File: src/rtl/cnv_pkg.sv
`default_nettype none
// ----------------------------------------------------------------------------
// cnv_pkg
// Constants and helpers for the card number validator: length limits,
// status and brand codes, ascii codes and the luhn digit arithmetic.
// ----------------------------------------------------------------------------
package cnv_pkg;

	localparam int CHAR_W   = 8;
	localparam int DIGIT_W  = 4;
	localparam int COUNT_W  = 5;
	localparam int STATUS_W = 2;
	localparam int BRAND_W  = 3;

	localparam logic [COUNT_W-1:0] MIN_DIGITS = 5'd13;
	localparam logic [COUNT_W-1:0] MAX_DIGITS = 5'd19;
	localparam logic [COUNT_W-1:0] COUNT_SAT  = 5'd20;

	// status codes
	localparam logic [STATUS_W-1:0] ST_OK       = 2'd0;
	localparam logic [STATUS_W-1:0] ST_BAD_CHAR = 2'd1;
	localparam logic [STATUS_W-1:0] ST_BAD_LEN  = 2'd2;
	localparam logic [STATUS_W-1:0] ST_BAD_LUHN = 2'd3;

	// brand codes
	localparam logic [BRAND_W-1:0] BR_VISA   = 3'd0;
	localparam logic [BRAND_W-1:0] BR_MASTER = 3'd1;
	localparam logic [BRAND_W-1:0] BR_MAESTR = 3'd2;
	localparam logic [BRAND_W-1:0] BR_JCB    = 3'd3;
	localparam logic [BRAND_W-1:0] BR_AMEX   = 3'd4;
	localparam logic [BRAND_W-1:0] BR_OTHER  = 3'd5;

	// ascii codes
	localparam logic [CHAR_W-1:0] ASC_0     = 8'h30;
	localparam logic [CHAR_W-1:0] ASC_9     = 8'h39;
	localparam logic [CHAR_W-1:0] ASC_TAB   = 8'h09;
	localparam logic [CHAR_W-1:0] ASC_CR    = 8'h0d;
	localparam logic [CHAR_W-1:0] ASC_SPACE = 8'h20;

	// digit values that pick a brand
	localparam logic [DIGIT_W-1:0] DIG_3 = 4'd3;
	localparam logic [DIGIT_W-1:0] DIG_4 = 4'd4;
	localparam logic [DIGIT_W-1:0] DIG_5 = 4'd5;
	localparam logic [DIGIT_W-1:0] DIG_6 = 4'd6;
	localparam logic [DIGIT_W-1:0] DIG_7 = 4'd7;

	// add two values below ten, modulo ten
	function automatic logic [DIGIT_W-1:0] add_mod10(input logic [DIGIT_W-1:0] a,
			input logic [DIGIT_W-1:0] b);
		logic [DIGIT_W:0] s;
		s = {1'b0, a} + {1'b0, b};
		if (s >= 5'd10) begin
			s = s - 5'd10;
		end
		return s[DIGIT_W-1:0];
	endfunction

	// doubled digit with its two decimal digits summed
	function automatic logic [DIGIT_W-1:0] luhn_double(input logic [DIGIT_W-1:0] d);
		logic [DIGIT_W:0] dd;
		dd = {d, 1'b0};
		if (dd > 5'd9) begin
			dd = dd - 5'd9;
		end
		return dd[DIGIT_W-1:0];
	endfunction

	// brand from the first two digits
	function automatic logic [BRAND_W-1:0] pick_brand(input logic [DIGIT_W-1:0] d0,
			input logic [DIGIT_W-1:0] d1);
		logic [BRAND_W-1:0] b;
		case (d0)
			DIG_3:   b = (d1 == DIG_4 || d1 == DIG_7) ? BR_AMEX : BR_JCB;
			DIG_4:   b = BR_VISA;
			DIG_5:   b = BR_MASTER;
			DIG_6:   b = BR_MAESTR;
			default: b = BR_OTHER;
		endcase
		return b;
	endfunction

endpackage
`default_nettype wire

File: src/rtl/card_number_validator_core.sv
`default_nettype none
// ----------------------------------------------------------------------------
// card_number_validator_core
// Luhn mod-10 card number check over a stream of ascii characters, with
// length check, bad-character detection and brand from the leading digits.
// ----------------------------------------------------------------------------
// path: the result of a last beat reaches m_tvalid through the input register,
//   then the result register
// throughput: one character per cycle; a last beat waits in the input register
//   only while the previous result is still held on the output
// reset: arst_n clears all valid flags, counters, sums and kept digits
module card_number_validator_core (
	input  wire         clk,
	input  wire         arst_n,
	input  wire         s_tvalid,
	output logic        s_tready,
	input  wire  [7:0]  s_tdata,   // [7:0] character
	input  wire         s_tlast,   // is_last
	output logic        m_tvalid,
	input  wire         m_tready,
	output logic [15:0] m_tdata    // [1:0] status, [4:2] brand, [9:5] digit_count, rest 0
);

	localparam int CW = cnv_pkg::CHAR_W;
	localparam int DW = cnv_pkg::DIGIT_W;
	localparam int NW = cnv_pkg::COUNT_W;
	localparam int SW = cnv_pkg::STATUS_W;
	localparam int BW = cnv_pkg::BRAND_W;

	// input register
	logic          valid_s1;
	logic [CW-1:0] char_s1;
	logic          last_s1;
	logic          adv;

	// running state
	logic [NW-1:0] count_q;
	logic [DW-1:0] sum_u_q, sum_d_q, dig0_q, dig1_q;
	logic          bad_q;

	// next state
	logic [NW-1:0] count_n;
	logic [DW-1:0] sum_u_n, sum_d_n, dig0_n, dig1_n;
	logic          bad_n;

	logic          is_space, is_digit;
	logic [CW-1:0] diff;
	logic [DW-1:0] d, dd, sum_sel;
	logic [SW-1:0] status;
	logic [BW-1:0] brand;

	// result register
	logic [SW-1:0] status_q;
	logic [BW-1:0] brand_q;
	logic [NW-1:0] cnt_out_q;

	// s1 moves on unless it is a last beat and the result register is held
	assign adv      = valid_s1 && (!last_s1 || !m_tvalid || m_tready);
	assign s_tready = !valid_s1 || adv;

	always_ff @(posedge clk or negedge arst_n) begin
		if (!arst_n) begin
			valid_s1 <= 1'b0;
		end else if (s_tready) begin
			valid_s1 <= s_tvalid;
		end
	end

	always_ff @(posedge clk) begin
		if (s_tready && s_tvalid) begin
			char_s1 <= s_tdata;
			last_s1 <= s_tlast;
		end
	end

	// classify the character
	assign is_space = (char_s1 >= cnv_pkg::ASC_TAB && char_s1 <= cnv_pkg::ASC_CR) ||
			char_s1 == cnv_pkg::ASC_SPACE;
	assign is_digit = char_s1 >= cnv_pkg::ASC_0 && char_s1 <= cnv_pkg::ASC_9;
	assign diff     = char_s1 - cnv_pkg::ASC_0;
	assign d        = diff[DW-1:0];
	assign dd       = cnv_pkg::luhn_double(d);

	// state update for one character
	always_comb begin
		count_n = count_q;
		sum_u_n = sum_u_q;
		sum_d_n = sum_d_q;
		dig0_n  = dig0_q;
		dig1_n  = dig1_q;
		bad_n   = bad_q;
		if (!is_space) begin
			if (is_digit) begin
				if (count_q < cnv_pkg::COUNT_SAT) begin
					if (!count_q[0]) begin
						sum_u_n = cnv_pkg::add_mod10(sum_u_q, d);
						sum_d_n = cnv_pkg::add_mod10(sum_d_q, dd);
					end else begin
						sum_u_n = cnv_pkg::add_mod10(sum_u_q, dd);
						sum_d_n = cnv_pkg::add_mod10(sum_d_q, d);
					end
					if (count_q == '0) begin
						dig0_n = d;
					end
					if (count_q == NW'(1)) begin
						dig1_n = d;
					end
					count_n = count_q + NW'(1);
				end
			end else begin
				bad_n = 1'b1;
			end
		end
	end

	// final status from the updated state
	assign sum_sel = count_n[0] ? sum_u_n : sum_d_n;
	assign brand   = cnv_pkg::pick_brand(dig0_n, dig1_n);

	always_comb begin
		if (bad_n) begin
			status = cnv_pkg::ST_BAD_CHAR;
		end else if (count_n < cnv_pkg::MIN_DIGITS || count_n > cnv_pkg::MAX_DIGITS) begin
			status = cnv_pkg::ST_BAD_LEN;
		end else if (sum_sel != '0) begin
			status = cnv_pkg::ST_BAD_LUHN;
		end else begin
			status = cnv_pkg::ST_OK;
		end
	end

	// running state, cleared after the last beat
	always_ff @(posedge clk or negedge arst_n) begin
		if (!arst_n) begin
			count_q <= '0;
			sum_u_q <= '0;
			sum_d_q <= '0;
			dig0_q  <= '0;
			dig1_q  <= '0;
			bad_q   <= 1'b0;
		end else if (adv) begin
			if (last_s1) begin
				count_q <= '0;
				sum_u_q <= '0;
				sum_d_q <= '0;
				dig0_q  <= '0;
				dig1_q  <= '0;
				bad_q   <= 1'b0;
			end else begin
				count_q <= count_n;
				sum_u_q <= sum_u_n;
				sum_d_q <= sum_d_n;
				dig0_q  <= dig0_n;
				dig1_q  <= dig1_n;
				bad_q   <= bad_n;
			end
		end
	end

	// result register
	always_ff @(posedge clk or negedge arst_n) begin
		if (!arst_n) begin
			m_tvalid <= 1'b0;
		end else if (adv && last_s1) begin
			m_tvalid <= 1'b1;
		end else if (m_tready) begin
			m_tvalid <= 1'b0;
		end
	end

	always_ff @(posedge clk) begin
		if (adv && last_s1) begin
			status_q  <= status;
			brand_q   <= brand;
			cnt_out_q <= count_n;
		end
	end

	assign m_tdata = {6'd0, cnt_out_q, brand_q, status_q};

endmodule
`default_nettype wire

File: config.mk
export PLATFORM = sky130hd
export DESIGN_NAME = card_number_validator_core
export DESIGN_NICKNAME = d
export VERILOG_FILES = /design/src/rtl/cnv_pkg.sv /design/src/rtl/card_number_validator_core.sv
export SDC_FILE = /design/constraint.sdc
export NUM_CORES = 1
export LEC_CHECK = 0
export ABC_AREA = 1
export BUFFER_PORTS_ARGS = -buffer_cell sky130_fd_sc_hd__buf_4
export CORE_ASPECT_RATIO = 0.6
export CORE_UTILIZATION = 55
export DETAILED_ROUTE_END_ITERATION = 12
export PLACE_DENSITY = 0.76
export SYNTH_ARGS = -nofsm -noshare
export SYNTH_HDL_FRONTEND = slang
export SYNTH_SLANG_ARGS = --single-unit
File: constraint.sdc
create_clock -name clk -period 8.31 [get_ports clk]
set_clock_uncertainty 0.1 [all_clocks]
set_input_delay 1.2465 -clock clk [delete_from_list [all_inputs] [get_ports clk]]
set_output_delay 1.2465 -clock clk [all_outputs]
set_load 0.01 [all_outputs]
# Word-level counts from Yosys, hierarchy flattened

Index checks and enable logic that the tools add are counted.

Add/subtract/negate cells: 11
Order comparisons: 12
Eq/ne operators: 8
Mux-type cells: 39
Reductions and logical operators: 17

Operators with widths:

| cell                                                          | count |
|---|---|
| 2-to-1 mux 4 bit                                              | 26 |
| adder 4 x 4 -> 5 bit                                          | 4 |
| equality test 4 x 3 -> 1 bit, second input constant           | 5 |
| >= comparator 5 x 4 -> 1 bit, second input constant           | 4 |
| 2-to-1 mux 5 bit                                              | 4 |
| subtractor 4 bit, second input constant                       | 5 |
| one-hot mux 3 bit (4 select lines)                            | 1 |
| equality test 8 x 6 -> 1 bit, second input constant           | 1 |
| >= comparator 8 x 4 -> 1 bit, second input constant           | 1 |
| >= comparator 8 x 6 -> 1 bit, second input constant           | 1 |
| <= comparator 8 x 4 -> 1 bit, second input constant           | 1 |
| <= comparator 8 x 6 -> 1 bit, second input constant           | 1 |
| logical OR 1 bit                                              | 6 |
| adder 5 x 1 -> 5 bit, second input constant                   | 1 |
| equality test 5 x 1 -> 1 bit, second input constant           | 1 |
| greater-than comparator 5 x 4 -> 1 bit, second input constant | 1 |
| greater-than comparator 5 bit, second input constant          | 1 |
| logical AND 1 bit                                             | 5 |
| logical NOT 5 bit                                             | 1 |
| < comparator 5 x 4 -> 1 bit, second input constant            | 1 |
| < comparator 5 bit, second input constant                     | 1 |
| 2-to-1 mux 1 bit                                              | 5 |
| equality test 4 x 2 -> 1 bit, second input constant           | 1 |
| 2-to-1 mux 2 bit                                              | 2 |
| 5 further kinds                                               | 7 |

Register bits: 43
Input bits: 13
Output and inout bits: 18
Logic and storage cells: 100

# Depth between registers and ports, before layout

Word-level depth: 14
Depth in mapped cells: 21
Depth with buffers taken out: 21

# Worst setup path before layout

Ideal clock, no wire load.

Path type: flip-flop to flip-flop
Start point: reg char_s1[1]
End point: reg status_q[0] (data pin)
Library setup time: 0.259 ns
Data arrival time: 3.076 ns
Required time: 7.951 ns
Setup slack: 4.875 ns
Cell stages (with the launch flop): 21
Buffers on the path: 0
Clock period less this slack: 3.435 ns
Path through: edfxtp_1 > inv_1 > ha_1 > o21ai_0 > xor2_1 > inv_1 > fa_1 > inv_1 > nand2_1 > and2_1 > ha_1 > nand2_1 > nand3_1 > nand2_1 > nand2_1 > nand3_1 > nand3_1 > o21ai_0 > nand2_1 > nand3_1 > nand2_1

Cells in the longest elaborated chain, start to end: 14
Elaborated cells on any way between the ends: 47
Those cells by class: 10 x add/sub; 11 x order compare; 1 x eq/ne; 20 x mux; 5 x reduce/logical

RTL lines:

| element                                                                    | RTL line                          | RTL |
|---|---|---|
| from (decl)                                                                | card_number_validator_core.sv:32  | `logic [CW-1:0] char_s1;` |
| from (signal assigned)                                                     | card_number_validator_core.sv:71  | `char_s1 <= s_tdata;` |
| subtractor 4 x 1 -> 4 bit                                                  | card_number_validator_core.sv:80  | `assign diff = char_s1 - cnv_pkg::ASC_0;` |
| subtractor 4 bit or greater-than comparator 5 x 4 -> 1 bit (tied branches) | cnv_pkg.sv:63, cnv_pkg.sv:62      |  |
| 2-to-1 mux 4 bit                                                           | cnv_pkg.sv:62                     | `if (dd > 5'd9) begin` |
| adder 4 x 4 -> 5 bit                                                       | cnv_pkg.sv:51                     | `s = {1'b0, a} + {1'b0, b};` |
| subtractor 4 bit or >= comparator 5 x 4 -> 1 bit (tied branches)           | cnv_pkg.sv:53, cnv_pkg.sv:52      |  |
| 2-to-1 mux 4 bit                                                           | cnv_pkg.sv:52                     | `if (s >= 5'd10) begin` |
| 2-to-1 mux 4 bit                                                           | card_number_validator_core.sv:95  | `if (!count_q[0]) begin` |
| 2-to-1 mux 4 bit                                                           | card_number_validator_core.sv:94  | `if (count_q < cnv_pkg::COUNT_SAT) begin` |
| 2-to-1 mux 4 bit                                                           | card_number_validator_core.sv:93  | `if (is_digit) begin` |
| 2-to-1 mux 4 bit                                                           | card_number_validator_core.sv:92  | `if (!is_space) begin` |
| 2-to-1 mux 4 bit                                                           | card_number_validator_core.sv:117 | `assign sum_sel = count_n[0] ? sum_u_n : sum_d_n;` |
| nonzero test 4 bit                                                         | card_number_validator_core.sv:125 | `end else if (sum_sel != '0) begin` |
| 2-to-1 mux 2 bit                                                           | card_number_validator_core.sv:125 |  |
| 2-to-1 mux 2 bit                                                           | card_number_validator_core.sv:123 | `end else if (count_n < cnv_pkg::MIN_DIGITS \|\| count_n > cnv_pkg::MAX_DIGITS) begin` |
| to (signal assigned)                                                       | card_number_validator_core.sv:173 | `status_q <= status;` |
| to (decl)                                                                  | card_number_validator_core.sv:53  | `logic [SW-1:0] status_q;` |

Parallel ways exist; a longest one is shown, timed or not.
A chain may end at the register's enable or synchronous reset.

# Final worst setup path

Ends and elaborated chain as after synthesis.

==> flow_summary.toml <==
[synthesis]
yosys_warnings = 0
synth_area_mm2 = 0.00318
synth_top_family_by_area = "simple AND/OR/NAND/NOR gates"
ys_seq_area_frac = 0.368
synth_xor_area_frac = 0.0157
netlist_instances = 408
synthAdderAreaFrac = 0.124
avgSynthCellArea_um2 = 7.80
synth-compound-area-share = 0.0897
yosys.area_share.simple = 0.308
synth.distinct_cells = 39
synth-seq-cells = 43
synthMuxAreaShare = 0

[routing]
vias = 2817
vias_per_cell = 5.47
wirelength_um = 7650
drc = 0
wl_per_cell_um = 14.9
drt_pass1_iterations = 5
initialDrtViolationCount = 216
ant_nets = 0

[pwr]
p_leak_uw = 0.00172
ir_drop_uv = 104
cellInternalPower_uw = 340
power.share.clock = 0.256
power_density_mw_per_mm2 = 146
netSwitchingPower_uw = 169
p_sw_frac = 0.331
comb_power_share = 0.269
seq_power_share = 0.475

[flow_run]
max-cap-violations = 0

[die]
start_util = 0.571
dieArea_mm2 = 0.00610
die_y_um = 60.9
io_pins = 31
row_count = 21
core_mm2 = 0.00557
die_width_um = 100

[setup_path]
worst-path-stages = 20
path_delay_family = "simple AND/OR/NAND/NOR gates"
reg2reg_depth = 20
endpoint_kind = "flip-flop"
crit_chain = "inv_1 -> ha_1 -> o21ai_0 -> xor2_1 -> inv_1 -> fa_1 -> inv_1 -> nand2_1 -> and2_1 -> ha_1 -> nand2_1 -> nand3_1 -> nand2_1 -> nand2_1 -> nand3_1 -> nand3_1 -> nand2_1 -> nand3_1 -> nand3_1 -> nand2_1"
cp_num_buf_inv = 3
path_max_fanout = 6
critPathLaunchType = "flip-flop"
crit_top_cell = "nand2_1"
crit_slowest_cell = "o21ai_0"
arrival_ns = 4.05
crit_type = "reg -> reg"
cp.required_ns = 8.26
critPathMaxStageDelay_ns = 0.54

[grt]
grt_antenna_before_repair = 0
grt_overflow_total = 0
first_global_vias = 2419
grt_usage = 0.262
grt_max_degree = 25
grt_pass1_wl_um = 11900

[cts]
cts_tree = "done"
clk_latency_ns = 0.30
post_cts_resized = 0
numCtsBuffers = 5
ctsHoldBuffers = 0
ctsLongestPathBuffers = 2
numClockSinks = 43
ctsHtreeMaxLevel = 2
root_buffer = "clkbuf_8"
clk_pin_slew_ns = 0.08
cts_setup_buffers = 0

[timing]
timing.hold.ws_ns = 0.394
slew_viol_final = 0
finalSetupTns_ns = 0
finalSetupViolCount = 0
rsz0062_at_grt = "false"
fmax_mhz = 244
slew_headroom = 0.570
min_period_over_period = 0.493
hold_viol_final = 0
post-route-min-period_ns = 4.10
worst_pin_slew_ns = 0.639

[min_path]
holdPathStages = 2
hold_path_class = "reg -> reg"

[placed_design]
place.gp.congestion = 0.971
place_hpwl_um = 5950
port_buffers = 24
dp_cells = 507

[finish]
layout.nets = 476
finalNonFillerCells = 515
areaGrowthSynthToFinish_pct = 9.91
antenna_cells = 0
mostFrequentLayoutCell = "nand2_1"
nFillCells = 494
drive_gt1_frac = 0.138
final_cell_mix = "nand2_1 (101), inv_1 (50), nand3_1 (45), nor2_1 (35)"

[run_status]
status = "finished clean"
==> power groups by stage <==
| stage | Clock, uW | Sequential, uW | Combinational [uW] |
|---|---|---|---|
| 6_report | 131 | 242 | 137 |
| 4_1_cts | 133 | 241 | 135 |
| 2_1_floorplan | 0 | 243 | 98.6 |
| 5_1_grt | 139 | 243 | 154 |
| 3_5_place_dp | 0 | 246 | 134 |
| 3_3_place_gp | 0 | 245 | 130 |
==> per-layer routing <==
layer	wire length, um	vias up	share of wire	global-route usage
met3	607	15	0.079	0.0588
met4	81	0	0.011	0.0518
met1	3790	1311	0.50	0.398
li1	-	1381	-	-
met5	0	-	0	0
met2	3170	110	0.41	0.383
==> sequential cells by signal, indices dropped and copies added, names as in the netlist <==
signal and flops:
cnt_out_q 5, status_q 2, valid_s1 1, dig0_q 4, sum_d_q 4, m_tvalid 1, sum_u_q 4, dig1_q 4
brand_q 3, bad_q 1, char_s1 8, count_q 5, last_s1 1
==> cells in the mapped netlist (all sizes together) <==
cell | n | area share
fa | 4 | 0.025
a21o | 1 | 0.0024
buf | 8 | 0.020
nand4 | 4 | 0.0098
o21ai | 21 | 0.034
nand3b | 3 | 0.0071
o22ai | 9 | 0.018
clkbuf | 3 | 0.0035
a31oi | 1 | 0.0020
a21oi | 15 | 0.024
nor3 | 3 | 0.0047
conb | 1 | 0.0012
o21bai | 1 | 0.0024
inv | 58 | 0.069
and2 | 4 | 0.0079
a211oi | 1 | 0.0024
edfxtp | 19 | 0.18
dfrtp | 24 | 0.19
ha | 25 | 0.098
nand3 | 48 | 0.085
nand2 | 107 | 0.13
o31ai | 1 | 0.0024
a22o | 1 | 0.0028
nor2 | 42 | 0.061
xor2 | 4 | 0.016
==> tightest hold or removal path, cell delays in order (launching register included) <==
cell,delay [ns]
dfrtp_1,0.35
nand2_1,0.05
nand2_1,0.06
==> cell type report <==
type,instances,area (um2),area share
clock buffers,6,72.6,0.0208
multi-input cells,301,1730,0.495
inverters,58,220,0.0630
repair buffers,25,188,0.0537
flip-flops and latches,43,1170,0.335
clock inverters,2,12.5,0.00358
well taps,80,100,0.0286
==> cells by family after synthesis <==
kind of cell | after synthesis
compound gates | 51
fa+ha+maj | 29
flops | 43
xor+xnor | 4
other cells | 1
simple gates | 211
buf+inv | 69
==> stage by stage <==
stage                     setup WS (ns)  power (uW)   util  instance area, um2
after global routing               3.92         536  0.628                3500
after detailed placement           4.28         379  0.612                3410
after global placement             4.52         375  0.612                3410
after floorplan                    4.87         342      -                3200
after CTS                          4.26         509  0.628                3500
final                              4.21         509  0.628                3500
==> final timing paths <==
kind	from	to	slack [ns]
max in group asynchronous	arst_n	sum_d_q[0]	7.11
min reg2reg	dig1_q[3]	dig1_q[3]	0.39
max reg2reg	char_s1[1]	status_q[0]	4.21
min	dig1_q[3]	dig1_q[3]	0.39
max	char_s1[1]	status_q[0]	4.21
min in group asynchronous	arst_n	sum_u_q[3]	0.74
Note: power is estimated with default switching activity, not from simulation.
